`config.mk`:
```
export PLATFORM = sky130hd
export DESIGN_NAME = text_line_wrap_segmenter_flat
export DESIGN_NICKNAME = d
export VERILOG_FILES = /design/src/design/tlws_pkg.sv /design/src/design/tlws_in_if.sv /design/src/design/tlws_out_if.sv /design/src/design/tlws_front.sv /design/src/design/tlws_queue.sv /design/src/design/tlws_back.sv /design/src/design/text_line_wrap_segmenter.sv /design/src/flat_wrapper.sv
export SDC_FILE = /design/constraint.sdc
export NUM_CORES = 1
export LEC_CHECK = 0
export BUFFER_PORTS_ARGS = -buffer_cell sky130_fd_sc_hd__buf_4
export CORE_UTILIZATION = 61
export CTS_CLUSTER_DIAMETER = 40
export CTS_CLUSTER_SIZE = 8
export DETAILED_ROUTE_END_ITERATION = 8
export GPL_TIMING_DRIVEN = 0
export HOLD_SLACK_MARGIN = 0.08
export PLACE_DENSITY = 0.92
export SYNTH_ARGS = -nofsm -noshare
export SYNTH_HDL_FRONTEND = slang
export SYNTH_HIERARCHICAL = 1
export SYNTH_SLANG_ARGS = --single-unit
```
`constraint.sdc`:
```
create_clock -name clk -period 9.7 [get_ports clk]
set_input_delay 1.94 -clock clk [delete_from_list [all_inputs] [get_ports clk]]
set_output_delay 1.94 -clock clk [all_outputs]
set_load 0.05 [all_outputs]
```
`src/design/tlws_pkg.sv`:
```
package tlws_pkg;

    // Field widths fixed by the record format.
    localparam int BYTE_BITS      = 8;
    localparam int LINE_BITS      = 16;
    localparam int OFFSET_BITS    = 24;
    localparam int WIDTH_BITS     = 12;
    localparam int LIMIT_BITS     = 16;
    localparam int CFG_INDEX_BITS = 2;
    localparam int CFG_DATA_BITS  = 24;

    // Default width of the internal text offsets.
    localparam int POS_BITS_DEFAULT = 24;

    // Depth of the queue between the classifier and the segment engine.
    localparam int QUEUE_DEPTH = 4;

    // Byte values that steer the segmentation.
    localparam logic [BYTE_BITS-1:0] NEWLINE_BYTE = 8'h0A;
    localparam logic [BYTE_BITS-1:0] PRINT_LOW    = 8'd32;
    localparam logic [BYTE_BITS-1:0] PRINT_HIGH   = 8'd127;

    // Register reset values.
    localparam logic [WIDTH_BITS-1:0]  WRAP_WIDTH_RESET   = 12'd80;
    localparam logic [OFFSET_BITS-1:0] START_POS_RESET    = 24'd0;
    localparam logic [LIMIT_BITS-1:0]  MAX_SEGMENTS_RESET = 16'hFFFF;
    localparam logic [LIMIT_BITS-1:0]  MAX_LINES_RESET    = 16'hFFFF;

    // Configuration register indexes.
    typedef enum logic [CFG_INDEX_BITS-1:0] {
        REG_WRAP_WIDTH     = 2'd0,
        REG_START_POSITION = 2'd1,
        REG_MAX_SEGMENTS   = 2'd2,
        REG_MAX_LINES      = 2'd3
    } cfg_reg_t;

    // Class of one input item as seen by the segment engine.
    typedef enum logic [1:0] {
        KIND_END     = 2'd0,
        KIND_NEWLINE = 2'd1,
        KIND_PRINT   = 2'd2,
        KIND_OTHER   = 2'd3
    } item_kind_t;

    // Settings the segment engine reads every cycle.
    typedef struct packed {
        logic [WIDTH_BITS-1:0] wrap_width;
        logic [LIMIT_BITS-1:0] max_segments;
        logic [LIMIT_BITS-1:0] max_lines;
    } engine_cfg_t;

    // Run restart request from a write of the start position.
    typedef struct packed {
        logic                   valid;
        logic [OFFSET_BITS-1:0] position;
    } restart_t;

    // Queue occupancy flags.
    typedef struct packed {
        logic full;
        logic empty;
    } queue_status_t;

endpackage

```
`src/design/tlws_in_if.sv`:
```
interface tlws_in_if;
    logic                           valid;
    logic                           ready;
    logic [tlws_pkg::BYTE_BITS-1:0] text_byte;
    logic                           end_marker;

    modport source (output valid, output text_byte, output end_marker, input ready);
    modport sink (input valid, input text_byte, input end_marker, output ready);
endinterface

```
`src/design/tlws_out_if.sv`:
```
interface tlws_out_if;
    logic                             valid;
    logic                             ready;
    logic [tlws_pkg::LINE_BITS-1:0]   line_number;
    logic [tlws_pkg::OFFSET_BITS-1:0] segment_start;
    logic [tlws_pkg::OFFSET_BITS-1:0] segment_length;
    logic                             run_done;

    modport source (output valid, output line_number, output segment_start,
                    output segment_length, output run_done, input ready);
    modport sink (input valid, input line_number, input segment_start,
                  input segment_length, input run_done, output ready);
endinterface

```
`src/design/tlws_front.sv`:
```
module tlws_front
(
    tlws_in_if.sink                   text_in,
    input  tlws_pkg::queue_status_t   q_status,
    output logic                      push,
    output tlws_pkg::item_kind_t      push_kind
);

    // Take a byte whenever the queue has room.
    assign text_in.ready = !q_status.full;
    assign push          = text_in.valid && text_in.ready;

    // Sort the item into end, newline, printable or other.
    always_comb
    begin
        if (text_in.end_marker)
        begin
            push_kind = tlws_pkg::KIND_END;
        end
        else if (text_in.text_byte == tlws_pkg::NEWLINE_BYTE)
        begin
            push_kind = tlws_pkg::KIND_NEWLINE;
        end
        else if (text_in.text_byte >= tlws_pkg::PRINT_LOW &&
                 text_in.text_byte <= tlws_pkg::PRINT_HIGH)
        begin
            push_kind = tlws_pkg::KIND_PRINT;
        end
        else
        begin
            push_kind = tlws_pkg::KIND_OTHER;
        end
    end

endmodule

```
`src/design/tlws_queue.sv`:
```
module tlws_queue
(
    input  logic                    clk,
    input  logic                    rst_n,
    input  logic                    push,
    input  tlws_pkg::item_kind_t    push_kind,
    input  logic                    pop,
    output tlws_pkg::item_kind_t    head_kind,
    output tlws_pkg::queue_status_t status
);

    localparam int DEPTH    = tlws_pkg::QUEUE_DEPTH;
    localparam int PTR_BITS = (DEPTH > 1) ? $clog2(DEPTH) : 1;
    localparam int CNT_BITS = $clog2(DEPTH + 1);

    tlws_pkg::item_kind_t   entry_reg [DEPTH];
    logic [PTR_BITS-1:0]    wr_ptr_reg;
    logic [PTR_BITS-1:0]    rd_ptr_reg;
    logic [CNT_BITS-1:0]    count_reg;

    // Occupancy flags and head of the queue.
    assign status.full  = (count_reg == CNT_BITS'(DEPTH));
    assign status.empty = (count_reg == '0);
    assign head_kind    = entry_reg[rd_ptr_reg];

    // Entry storage; only written, never cleared.
    always_ff @(posedge clk)
    begin
        if (push)
        begin
            entry_reg[wr_ptr_reg] <= push_kind;
        end
    end

    // Pointers and fill count.
    always_ff @(posedge clk or negedge rst_n)
    begin
        if (!rst_n)
        begin
            wr_ptr_reg <= '0;
            rd_ptr_reg <= '0;
            count_reg  <= '0;
        end
        else
        begin
            if (push)
            begin
                wr_ptr_reg <= (wr_ptr_reg == PTR_BITS'(DEPTH - 1)) ? '0 : wr_ptr_reg + 1'b1;
            end
            if (pop)
            begin
                rd_ptr_reg <= (rd_ptr_reg == PTR_BITS'(DEPTH - 1)) ? '0 : rd_ptr_reg + 1'b1;
            end
            if (push && !pop)
            begin
                count_reg <= count_reg + 1'b1;
            end
            else if (pop && !push)
            begin
                count_reg <= count_reg - 1'b1;
            end
        end
    end

endmodule

```
`src/design/tlws_back.sv`:
```
module tlws_back
#(
    parameter int POS_BITS = tlws_pkg::POS_BITS_DEFAULT
)
(
    input  logic                  clk,
    input  logic                  rst_n,
    input  tlws_pkg::engine_cfg_t cfg,
    input  tlws_pkg::restart_t    restart,
    input  logic                  q_empty,
    input  tlws_pkg::item_kind_t  head_kind,
    output logic                  pop,
    tlws_out_if.source            seg_out
);

    localparam int LB = tlws_pkg::LINE_BITS;
    localparam int OB = tlws_pkg::OFFSET_BITS;

    logic [POS_BITS-1:0] cursor_reg, cursor_next;
    logic [POS_BITS-1:0] seg_begin_reg, seg_begin_next;
    logic [LB-1:0]       line_cnt_reg, line_cnt_next;
    logic [LB-1:0]       seg_cnt_reg, seg_cnt_next;
    logic                stopped_reg, stopped_next;

    logic                out_valid_reg;
    logic [LB-1:0]       out_line_reg;
    logic [OB-1:0]       out_start_reg;
    logic [OB-1:0]       out_len_reg;
    logic                out_done_reg;

    logic [POS_BITS-1:0] seg_span;
    logic [POS_BITS-1:0] cursor_inc;
    logic [LB:0]         seg_inc;
    logic [LB:0]         line_inc;
    logic                limit_hit;
    logic                wrap_hit;
    logic                emit;
    logic                emit_done;
    logic [POS_BITS-1:0] restart_pos;

    // Take the head item when the output register is free or draining.
    assign pop = !q_empty && (!out_valid_reg || seg_out.ready);

    // Per-item arithmetic: distance from segment start and the limit checks.
    assign seg_span    = cursor_reg - seg_begin_reg;
    assign cursor_inc  = cursor_reg + 1'b1;
    assign seg_inc     = {1'b0, seg_cnt_reg} + 1'b1;
    assign line_inc    = {1'b0, line_cnt_reg} + 1'b1;
    assign limit_hit   = (seg_cnt_reg >= cfg.max_segments) || (line_cnt_reg >= cfg.max_lines);
    assign wrap_hit    = (cfg.wrap_width != '0) &&
                         (32'(seg_span) >= 32'(cfg.wrap_width - 1'b1));
    assign restart_pos = POS_BITS'(restart.position);

    // Segment state update for one item.
    always_comb
    begin
        cursor_next    = cursor_reg;
        seg_begin_next = seg_begin_reg;
        line_cnt_next  = line_cnt_reg;
        seg_cnt_next   = seg_cnt_reg;
        stopped_next   = stopped_reg;
        emit           = 1'b0;
        emit_done      = 1'b0;
        if (restart.valid)
        begin
            cursor_next    = restart_pos;
            seg_begin_next = restart_pos;
            line_cnt_next  = '0;
            seg_cnt_next   = '0;
            stopped_next   = 1'b0;
        end
        else if (pop && !stopped_reg)
        begin
            if (limit_hit)
            begin
                stopped_next = 1'b1;
            end
            else
            begin
                unique case (head_kind)
                    tlws_pkg::KIND_END:
                    begin
                        emit         = 1'b1;
                        emit_done    = 1'b1;
                        seg_cnt_next = seg_inc[LB-1:0];
                        stopped_next = 1'b1;
                    end
                    tlws_pkg::KIND_NEWLINE:
                    begin
                        emit           = 1'b1;
                        emit_done      = (seg_inc >= {1'b0, cfg.max_segments}) ||
                                         (line_inc >= {1'b0, cfg.max_lines});
                        seg_cnt_next   = seg_inc[LB-1:0];
                        line_cnt_next  = line_inc[LB-1:0];
                        seg_begin_next = cursor_inc;
                        cursor_next    = cursor_inc;
                        stopped_next   = emit_done;
                    end
                    tlws_pkg::KIND_PRINT:
                    begin
                        if (wrap_hit)
                        begin
                            emit           = 1'b1;
                            emit_done      = (seg_inc >= {1'b0, cfg.max_segments}) ||
                                             (line_cnt_reg >= cfg.max_lines);
                            seg_cnt_next   = seg_inc[LB-1:0];
                            seg_begin_next = cursor_reg;
                            stopped_next   = emit_done;
                        end
                        cursor_next = cursor_inc;
                    end
                    tlws_pkg::KIND_OTHER:
                    begin
                        cursor_next = cursor_inc;
                    end
                    default:
                    begin
                        cursor_next = cursor_reg;
                    end
                endcase
            end
        end
    end

    // Segment state registers.
    always_ff @(posedge clk or negedge rst_n)
    begin
        if (!rst_n)
        begin
            cursor_reg    <= POS_BITS'(tlws_pkg::START_POS_RESET);
            seg_begin_reg <= POS_BITS'(tlws_pkg::START_POS_RESET);
            line_cnt_reg  <= '0;
            seg_cnt_reg   <= '0;
            stopped_reg   <= 1'b0;
        end
        else
        begin
            cursor_reg    <= cursor_next;
            seg_begin_reg <= seg_begin_next;
            line_cnt_reg  <= line_cnt_next;
            seg_cnt_reg   <= seg_cnt_next;
            stopped_reg   <= stopped_next;
        end
    end

    // Output valid flag.
    always_ff @(posedge clk or negedge rst_n)
    begin
        if (!rst_n)
        begin
            out_valid_reg <= 1'b0;
        end
        else if (emit)
        begin
            out_valid_reg <= 1'b1;
        end
        else if (seg_out.ready)
        begin
            out_valid_reg <= 1'b0;
        end
    end

    // Output record payload, offsets cut to the record's field width.
    always_ff @(posedge clk)
    begin
        if (emit)
        begin
            out_line_reg  <= line_cnt_reg;
            out_start_reg <= OB'(32'(seg_begin_reg));
            out_len_reg   <= OB'(32'(seg_span));
            out_done_reg  <= emit_done;
        end
    end

    assign seg_out.valid          = out_valid_reg;
    assign seg_out.line_number    = out_line_reg;
    assign seg_out.segment_start  = out_start_reg;
    assign seg_out.segment_length = out_len_reg;
    assign seg_out.run_done       = out_done_reg;

endmodule

```
`src/design/text_line_wrap_segmenter.sv`:
```
// Channel   Role    Payload
// text_in   sink    text_byte[7:0], end_marker
// seg_out   source  line_number[15:0], segment_start[23:0], segment_length[23:0], run_done
// cfg_*     write   cfg_index[1:0] selects the register, cfg_data[23:0]
//
// One item is taken per cycle unless the queue is empty or seg_out stalls; a record
// appears in the cycle after its pop; the engine's subtract and compare are combinational.
// Reset (rst_n low, asynchronous) restores register defaults and starts a run at offset zero.
// A stall on seg_out holds the output register; the four-entry queue keeps text_in
// moving until it fills, then text_in.ready drops.
module text_line_wrap_segmenter
#(
    parameter int POS_BITS = tlws_pkg::POS_BITS_DEFAULT
)
(
    input  logic                                 clk,
    input  logic                                 rst_n,
    tlws_in_if.sink                              text_in,
    tlws_out_if.source                           seg_out,
    input  logic                                 cfg_we,
    input  logic [tlws_pkg::CFG_INDEX_BITS-1:0]  cfg_index,
    input  logic [tlws_pkg::CFG_DATA_BITS-1:0]   cfg_data
);

    logic [tlws_pkg::WIDTH_BITS-1:0]  wrap_width_reg;
    logic [tlws_pkg::LIMIT_BITS-1:0]  max_segments_reg;
    logic [tlws_pkg::LIMIT_BITS-1:0]  max_lines_reg;

    tlws_pkg::engine_cfg_t            engine_cfg;
    tlws_pkg::restart_t               restart;
    tlws_pkg::queue_status_t          q_status;
    tlws_pkg::item_kind_t             push_kind;
    tlws_pkg::item_kind_t             head_kind;
    logic                             push;
    logic                             pop;

    // Configuration registers.
    always_ff @(posedge clk or negedge rst_n)
    begin
        if (!rst_n)
        begin
            wrap_width_reg   <= tlws_pkg::WRAP_WIDTH_RESET;
            max_segments_reg <= tlws_pkg::MAX_SEGMENTS_RESET;
            max_lines_reg    <= tlws_pkg::MAX_LINES_RESET;
        end
        else if (cfg_we)
        begin
            unique case (tlws_pkg::cfg_reg_t'(cfg_index))
                tlws_pkg::REG_WRAP_WIDTH:
                begin
                    wrap_width_reg <= cfg_data[tlws_pkg::WIDTH_BITS-1:0];
                end
                tlws_pkg::REG_START_POSITION:
                begin
                    wrap_width_reg <= wrap_width_reg;
                end
                tlws_pkg::REG_MAX_SEGMENTS:
                begin
                    max_segments_reg <= cfg_data[tlws_pkg::LIMIT_BITS-1:0];
                end
                tlws_pkg::REG_MAX_LINES:
                begin
                    max_lines_reg <= cfg_data[tlws_pkg::LIMIT_BITS-1:0];
                end
                default:
                begin
                    wrap_width_reg <= wrap_width_reg;
                end
            endcase
        end
    end

    // A start position write restarts the run in the segment engine.
    assign restart.valid    = cfg_we &&
                              (tlws_pkg::cfg_reg_t'(cfg_index) == tlws_pkg::REG_START_POSITION);
    assign restart.position = cfg_data;

    assign engine_cfg.wrap_width   = wrap_width_reg;
    assign engine_cfg.max_segments = max_segments_reg;
    assign engine_cfg.max_lines    = max_lines_reg;

    tlws_front u_front
    (
        .text_in   (text_in),
        .q_status  (q_status),
        .push      (push),
        .push_kind (push_kind)
    );

    tlws_queue u_queue
    (
        .clk       (clk),
        .rst_n     (rst_n),
        .push      (push),
        .push_kind (push_kind),
        .pop       (pop),
        .head_kind (head_kind),
        .status    (q_status)
    );

    tlws_back
    #(
        .POS_BITS (POS_BITS)
    )
    u_back
    (
        .clk       (clk),
        .rst_n     (rst_n),
        .cfg       (engine_cfg),
        .restart   (restart),
        .q_empty   (q_status.empty),
        .head_kind (head_kind),
        .pop       (pop),
        .seg_out   (seg_out)
    );

    // The queue is never full and empty at once.
    assert property (@(posedge clk) disable iff (!rst_n)
        !(q_status.full && q_status.empty))
        else $error("queue flags full and empty together");

    // The engine only takes an item that is present.
    assert property (@(posedge clk) disable iff (!rst_n)
        pop |-> !q_status.empty)
        else $error("queue popped while empty");

    // Once the final record of a run is transferred, no further record follows.
    assert property (@(posedge clk) disable iff (!rst_n)
        (seg_out.valid && seg_out.ready && seg_out.run_done) |=> !seg_out.valid)
        else $error("record presented after the run ended");

endmodule

```
`src/flat_wrapper.sv`:
```
// flat-port wrapper written by rule: the top's interface ports become plain ports
module text_line_wrap_segmenter_flat 
#(
    parameter int POS_BITS = tlws_pkg::POS_BITS_DEFAULT
)
  (clk, rst_n, cfg_we, cfg_index, cfg_data, text_in_valid, text_in_text_byte, text_in_end_marker, text_in_ready, seg_out_valid, seg_out_line_number, seg_out_segment_start, seg_out_segment_length, seg_out_run_done, seg_out_ready);
  tlws_in_if text_in_i ();
  tlws_out_if seg_out_i ();
  input  logic clk;
  input  logic rst_n;
  input  logic cfg_we;
  input  logic [tlws_pkg::CFG_INDEX_BITS-1:0] cfg_index;
  input  logic [tlws_pkg::CFG_DATA_BITS-1:0] cfg_data;
  input wire logic [$bits(text_in_i.valid)-1:0] text_in_valid;
  input wire logic [$bits(text_in_i.text_byte)-1:0] text_in_text_byte;
  input wire logic [$bits(text_in_i.end_marker)-1:0] text_in_end_marker;
  output wire logic [$bits(text_in_i.ready)-1:0] text_in_ready;
  output wire logic [$bits(seg_out_i.valid)-1:0] seg_out_valid;
  output wire logic [$bits(seg_out_i.line_number)-1:0] seg_out_line_number;
  output wire logic [$bits(seg_out_i.segment_start)-1:0] seg_out_segment_start;
  output wire logic [$bits(seg_out_i.segment_length)-1:0] seg_out_segment_length;
  output wire logic [$bits(seg_out_i.run_done)-1:0] seg_out_run_done;
  input wire logic [$bits(seg_out_i.ready)-1:0] seg_out_ready;
  assign text_in_i.valid = text_in_valid;
  assign text_in_i.text_byte = text_in_text_byte;
  assign text_in_i.end_marker = text_in_end_marker;
  assign text_in_ready = text_in_i.ready;
  assign seg_out_valid = seg_out_i.valid;
  assign seg_out_line_number = seg_out_i.line_number;
  assign seg_out_segment_start = seg_out_i.segment_start;
  assign seg_out_segment_length = seg_out_i.segment_length;
  assign seg_out_run_done = seg_out_i.run_done;
  assign seg_out_i.ready = seg_out_ready;
  text_line_wrap_segmenter #(.POS_BITS(POS_BITS)) u_core (.clk(clk), .rst_n(rst_n), .text_in(text_in_i), .seg_out(seg_out_i), .cfg_we(cfg_we), .cfg_index(cfg_index), .cfg_data(cfg_data));
endmodule
```
; Word-level counts from Yosys, hierarchy flattened
; Memories as Yosys holds them, arrays and structs flattened.
; Cells that the tools add are included.
[totals]
register_bits = 198
ramBits = 8
out_inout_bits = 67
wordCells = 129
n_memories = 1
[memory_table]
columns = name, depth, word_bits, rd, rd_clocked_by_memory_dff, wr, line
row1 = u_core.u_queue.entry_reg, 4, 2, 1, 0, 1, tlws_queue.sv:16  ; tlws_pkg::item_kind_t entry_reg [DEPTH];
[op_classes]
addsub = 9
order_cmp = 7
n_eq_ne = 13
mux = 41
bitwise = 1
n_reduce_logical = 41
[ops]
columns = op, count
row1 = 2-to-1 mux 24 bit, 8
row2 = 2-to-1 mux 16 bit, 8
row3 = one-hot mux 24 bit (2 select lines), 1
row4 = "adder 16 x 1 -> 17 bit, second input constant", 2
row5 = >= comparator 17 x 16 -> 1 bit, 2
row6 = >= comparator 16 bit, 2
row7 = >= comparator 24 x 32 -> 1 bit, 1
row8 = one-hot mux 16 bit (2 select lines), 1
row9 = "adder 24 x 1 -> 24 bit, second input constant", 1
row10 = subtractor 24 bit, 1
row11 = 2-to-1 mux 1 bit, 14
row12 = "subtractor 12 x 1 -> 13 bit, second input constant", 1
row13 = "equality test 2 bit, second input constant", 6
row14 = nonzero test 12 bit, 1
row15 = nonzero test 2 bit, 5
row16 = AND reduction 3 bit, 3
row17 = "equality test 8 x 4 -> 1 bit, second input constant", 1
row18 = ">= comparator 8 x 6 -> 1 bit, second input constant", 1
row19 = "<= comparator 8 x 7 -> 1 bit, second input constant", 1
row20 = logical AND 1 bit, 8
row21 = 2-to-1 mux 2 bit, 4
row22 = AND reduction 4 bit, 2
row23 = logical NOT 1 bit, 6
row24 = 2-to-1 mux 3 bit, 2
row25 = other kinds (19), 30

; Longest topological paths before layout
[logic_depth]
word_depth = 9
ltp_mapped = 22
mapped_depth_nobuf = 21

; Modules after synthesis
; Netlist, hierarchy kept.
[modules_own_cells]
columns = mod, instances, cells_per_inst, area_each_um2, seq_area_each_um2
row1 = tlws_back, 1, 1082, 10607.7, 4003.8
row2 = text_line_wrap_segmenter, 1, 95, 1775.5, 1143.6
row3 = tlws_queue, 1, 47, 705.7, 415.4
row4 = tlws_front, 1, 7, 51.3, 0.0

; Worst setup path before layout
; OpenSTA, ideal clock, no wires.
[synth_path]
path_type = register -> register
from = register u_core.u_back.cursor_reg[0]
to = register u_core.u_back.out_valid_reg (netlist: u_core/u_back/seg_out.valid)
setup_ps = 89
arrival_time_ps = 8111
t_required_ps = 9611
setup_slack_ps = 1500
path_stages_with_launch = 21
n_path_buf = 0
period_less_slack_ps = 8200
path_cell_list = dfrtp_1 inv_1 ha_1 inv_1 fa_1 a21o_1 nand4_1 a211oi_1 o21ai_0 a21oi_1 a221oi_1 mux2i_1 nand2_1 ha_1 nand4_1 or2_1 or4_4 nor2_1 o211ai_1 a2111oi_2 or2_2
[synth_via]
elab_chain_cells = 9
[synth_lines]
columns = item, line
row1 = start: declaration, tlws_back.sv:19  ; logic [POS_BITS-1:0] cursor_reg, cursor_next;
row2 = start signal: assignment, tlws_back.sv:130  ; cursor_reg <= POS_BITS'(tlws_pkg::START_POS_RESET);
row3 = start signal: assignment, tlws_back.sv:138  ; cursor_reg <= cursor_next;
row4 = subtractor 24 bit *, tlws_back.sv:45  ; assign seg_span = cursor_reg - seg_begin_reg;
row5 = named net u_core.u_back.seg_span[22], tlws_back.sv:31  ; logic [POS_BITS-1:0] seg_span;
row6 = >= comparator 24 x 32 -> 1 bit *, tlws_back.sv:51  ; (32'(seg_span) >= 32'(cfg.wrap_width - 1'b1));
row7 = logical AND 1 bit *, tlws_back.sv:50  ; assign wrap_hit = (cfg.wrap_width != '0) &&
row8 = 2-to-1 mux 1 bit *, tlws_back.sv:101  ; if (wrap_hit)
row9 = one-hot mux 1 bit (2 select lines) *, tlws_back.sv:80  ; unique case (head_kind)
row10 = 2-to-1 mux 1 bit *, tlws_back.sv:74  ; if (limit_hit)
row11 = 2-to-1 mux 1 bit *, tlws_back.sv:72  ; else if (pop && !stopped_reg)
row12 = 2-to-1 mux 1 bit *, tlws_back.sv:64  ; if (restart.valid)
row13 = named net u_core.u_back.emit, tlws_back.sv:37  ; logic emit;
row14 = 2-to-1 mux 1 bit or nonzero test 2 bit (tied branches), n/a
row15 = end signal: assignment, tlws_back.sv:151  ; out_valid_reg <= 1'b0;
row16 = end signal: assignment, tlws_back.sv:155  ; out_valid_reg <= 1'b1;
row17 = end signal: assignment, tlws_back.sv:159  ; out_valid_reg <= 1'b0;
row18 = end: declaration, tlws_back.sv:25  ; logic out_valid_reg;
; The timed path passes the listed nets; every way through them passes the cells marked *.
; A chain may end at the register's enable or synchronous reset.

; Worst setup path after layout
[layout_path]
from = register u_core.u_back.cursor_reg[0]
to = register u_core.u_back.out_start_reg[1] (netlist: u_core/u_back/seg_out.segment_start[1]), enable pin
[layout_via]
elab_chain_cells = 8
[layout_lines]
columns = item, line
row1 = subtractor 24 bit, tlws_back.sv:45
row2 = named net u_core.u_back.seg_span[18], tlws_back.sv:31
row3 = >= comparator 24 x 32 -> 1 bit, tlws_back.sv:51
row4 = logical AND 1 bit, tlws_back.sv:50
row5 = 2-to-1 mux 1 bit, tlws_back.sv:101
row6 = one-hot mux 1 bit (2 select lines), tlws_back.sv:80
row7 = 2-to-1 mux 1 bit, tlws_back.sv:74
row8 = 2-to-1 mux 1 bit, tlws_back.sv:72
row9 = 2-to-1 mux 1 bit, tlws_back.sv:64
row10 = named net u_core.u_back.emit, tlws_back.sv:37
row11 = end signal: assignment, tlws_back.sv:169  ; out_start_reg <= OB'(32'(seg_begin_reg));
row12 = end: declaration, tlws_back.sv:27  ; logic [OB-1:0] out_start_reg;
; The timed path passes the listed nets, and every way through them passes these cells.

==> flow_metrics.py <==
metrics = {
    "place": {
        "globalplace.congestion": 0.971,
        "post-dp-hpwl_um": 24800,
        "port_buffers": 106,
        "place_area_um2": 14400,
    },
    "cells_and_area": {
        "nets": 1548,
        "area_delta_synth_final_pct": 18.0,
        "fillers": 1348,
        "post_route_cells_drive_above_1_share": 0.205,
        "final_area_um2": 15500,
        "antennaDiodeCount": 0,
    },
    "clock_network": {
        "cts_buffer_depth": 3,
        "cts_sinks": 206,
        "cts_resized": 0,
        "post_cts_buffers": 0,
        "cts_tree": "built",
        "cts_hold_buf": 0,
        "path_clk_slew_ns": 0.05,
        "cts_root_buffer": "clkbuf_16",
        "worstSkewPairLatency_ns": 0.50,
        "h-tree-depth": 2,
        "cts_made_buffers": 36,
    },
    "sta": {
        "slew_violations": 0,
        "hold_violations": 0,
        "layout_min_cycle_time_ns": 6.51,
        "max_freq_ghz": 0.154,
        "fin_skew_ns": 0.0169,
        "tightest_slew_ns": 0.803,
        "setup_viol_count_final": 0,
        "rsz0062_at_grt": "no",
        "final.setup.tns_ns": 0,
        "relSlewSlack": 0.457,
        "fin_crit_sh": 0.671,
    },
    "power_and_ir_drop": {
        "power.share.clock": 0.210,
        "power_frac_seq": 0.269,
        "vdd_ir_drop_max_v": 0.000166,
        "swShare": 0.443,
        "comb_power_share": 0.522,
        "internal-power_mw": 3.18,
        "pwr_density_cell_nw_per_um2": 368,
        "p_leak_nw": 6.82,
        "power.switching_mw": 2.53,
    },
    "setup_path": {
        "path_class": "reg -> reg",
        "crit_slowest_cell": "a2111oi_4",
        "reg2reg_to": "u_core/u_back/seg_out.segment_start[1]$_DFFE_PP_",
        "worst-path-buf-inv": 4,
        "timing.rr.start": "u_core/u_back/cursor_reg[0]$_DFFE_PN0P_",
        "r2r_cells": 20,
        "path_cells": "inv_1 > ha_1 > inv_1 > fa_1 > a21o_1 > nand4_1 > a211oi_1 > o21ai_0 > a21oi_1 > a21oi_1 > o311ai_0 > ha_1 > nand4_1 > or2_1 > or4_4 > nor2_1 > o211ai_1 > a2111oi_4 > buf_6 > buf_6",
        "cp_max_fo": 15,
        "crit_arrival_ns": 6.71,
        "crit_required_ns": 9.90,
        "crit_family": "compound AO/OA/AOI/OAI gates",
        "cp-end-kind": "flip-flop",
        "critPathLaunchType": "flip-flop",
        "critPathMaxStageDelay_ns": 0.79,
        "r2r_slack_ns": 3.19,
    },
    "synth": {
        "seq_area_frac_synth": 0.423,
        "ys.flop_type": "dfrtp_1",
        "async_reset_ff_frac": 0.646,
        "synth-edff-count": 73,
        "syn_nets": 1399,
        "yosys-top-cells-area": "dfrtp_1, edfxtp_1, ha_1, dfstp_2, xor2_1",
        "netlist_area_um2": 13100,
        "synth_top_area_share": 0.189,
        "avgSynthCellArea_um2": 10.7,
        "synth_cell_types": 85,
        "ys_ff_latch": 206,
        "yosysWarnings": 6,
        "synth_top_cell_by_area": "dfrtp_1",
        "synthCells": 1231,
    },
    "min_path": {
        "whs_endpoint": "u_core/u_back/seg_out.segment_start[9]$_DFFE_PP_",
        "worst_hold_startpoint": "u_core/u_back/seg_begin_reg[9]$_DFFE_PN0P_",
        "min_path_cells": 0,
        "worst_hold_path_type": "reg -> reg",
    },
    "flow_run": {
        "drv_cap": 0,
    },
    "die": {
        "fp.dieH_um": 149,
        "rows": 53,
        "dieArea_um2": 22100,
        "core_um2": 21100,
        "pin_count": 107,
        "start_util": 0.623,
        "die_w_um": 149,
    },
    "grt": {
        "grt_use_total": 0.330,
        "grt_overflow_total": 0,
        "grt_pass1_wl_um": 56400,
        "grt_antenna_before_repair": 0,
        "grt_max_degree": 78,
        "grt_pass1_vias": 10900,
    },
    "detailed_routing": {
        "routed_wl_um": 35800,
        "first_pass_iters": 6,
        "drc": 0,
        "antenna_left": 0,
        "vias": 10900,
        "viasPerCell": 6.51,
        "drt_iter0_drc": 1118,
        "wl_per_cell_um": 21.3,
    },
    "outcome": {
        "status": "finished, final reports clean",
    },
}
==> worst max-delay path by stage <==
| stage | start | endpoint | slack [ns] | cells after the start |
|---|---|---|---|---|
| after CTS | u_core/u_back/cursor_reg[0]$_DFFE_PN0P_ | u_core/u_back/seg_out.segment_start[4]$_DFFE_PP_ | 3.20 | 20 |
| after detailed placement | u_core/u_back/cursor_reg[0]$_DFFE_PN0P_ | u_core/u_back/seg_out.segment_start[0]$_DFFE_PP_ | 3.74 | 20 |
| after floorplan | u_core/u_back/cursor_reg[0]$_DFFE_PN0P_ | u_core/u_back/seg_out.valid$_DFFE_PN0P_ | 1.50 | 20 |
| after global placement | u_core/u_back/cursor_reg[6]$_DFFE_PN0P_ | u_core/u_back/seg_out.valid$_DFFE_PN0P_ | -0.73 | 16 |
| after global routing | u_core/u_back/cursor_reg[0]$_DFFE_PN0P_ | u_core/u_back/seg_out.segment_start[4]$_DFFE_PP_ | 2.93 | 20 |
| final | u_core/u_back/cursor_reg[0]$_DFFE_PN0P_ | u_core/u_back/seg_out.segment_start[1]$_DFFE_PP_ | 3.19 | 20 |
==> Yosys cell counts (all sizes together), types with 15 or more instances <==
master  instances
xor2           55
a21oi          64
inv            75
nand3          30
dfrtp          99
o21ai          55
edfxtp         73
o211ai         41
dfstp          34
nand4          15
and3           16
nor2           72
a21o           35
clkbuf         31
nand2          63
ha            126
o311ai         24
mux2           52
nor2b          24
xnor2          51
==> metal layers <==
| layer | part of all wire | track usage |
|---|---|---|
| met5 | 0 | 0 |
| met2 | 0.49 | 0.569 |
| met4 | 0.058 | 0.192 |
| met3 | 0.084 | 0.0557 |
| met1 | 0.37 | 0.387 |
==> area by class of cell <==
class / instances / area, µm² / share of cell area
Multi-Input combinational cell: 905 / 7090 / 0.457
Sequential cell: 206 / 5560 / 0.359
Clock buffer: 55 / 1040 / 0.0673
Timing Repair Buffer: 111 / 876 / 0.0565
Tap cell: 275 / 344 / 0.0222
Inverter: 75 / 282 / 0.0181
Buffer: 45 / 221 / 0.0143
Clock inverter: 8 / 95.1 / 0.00613
==> per-stage QoR <==
stage / util / power [mW] / worst slack (ns) / instances / hold slack, ns
final: 0.736 / 5.71 / 3.19 / 1680 / 0.489
after global routing: 0.736 / 5.99 / 2.93 / 1680 / 0.505
after CTS: 0.736 / 5.68 / 3.20 / 1680 / 0.492
after detailed placement: 0.682 / 4.39 / 3.74 / 1617 / 0.478
after global placement: 0.677 / 4.25 / -0.728 / 1612 / 0.472
after floorplan: - / 3.58 / 1.50 / 1231 / 0.446
==> logic make-up (layout without fill, tap and decap cells) <==
kind of cell	after synthesis	count (layout)	share of synthesized area
mux	57	57	0.0537
buf+inv	120	294	0.0383
simple gates	315	315	0.129
xor+xnor	106	106	0.0707
flops	206	206	0.423
fa+ha+maj	128	128	0.123
compound gates	299	299	0.162
==> placed cells by master, fill, tap and decap left out, types with 12 or more instances in the layout <==
master     synthesis  layout
a21o_1            35      35
a21oi_1           63      63
and2_1            12      12
and3_1            15      15
buf_4              2     107
clkbuf_1          31      44
clkbuf_16          0      37
dfrtp_1           99      99
dfstp_2           34      34
edfxtp_1          73      73
ha_1             126     126
inv_1             75      75
mux2_2            37      37
nand2_1           62      62
nand3_1           28      28
nand4_1           15      15
nor2_1            71      71
nor2b_1           24      24
nor3_1            14      14
o2111ai_1         13      13
o211ai_1          39      39
o21a_1            12      12
o21ai_0           51      51
o311ai_1          21      21
or3_1             14      14
xnor2_1           51      51
xor2_1            55      55
==> power by group through the flow <==
stage / combinational (mW) / sequential (mW) / clock, mW
2_1_floorplan: 1.56 / 2.02 / 0
3_3_place_gp: 2.70 / 1.55 / 0
3_5_place_dp: 2.86 / 1.54 / 0
4_1_cts: 2.93 / 1.53 / 1.21
5_1_grt: 3.19 / 1.56 / 1.25
6_report: 2.98 / 1.53 / 1.20
(Power assumes the default switching activity.)
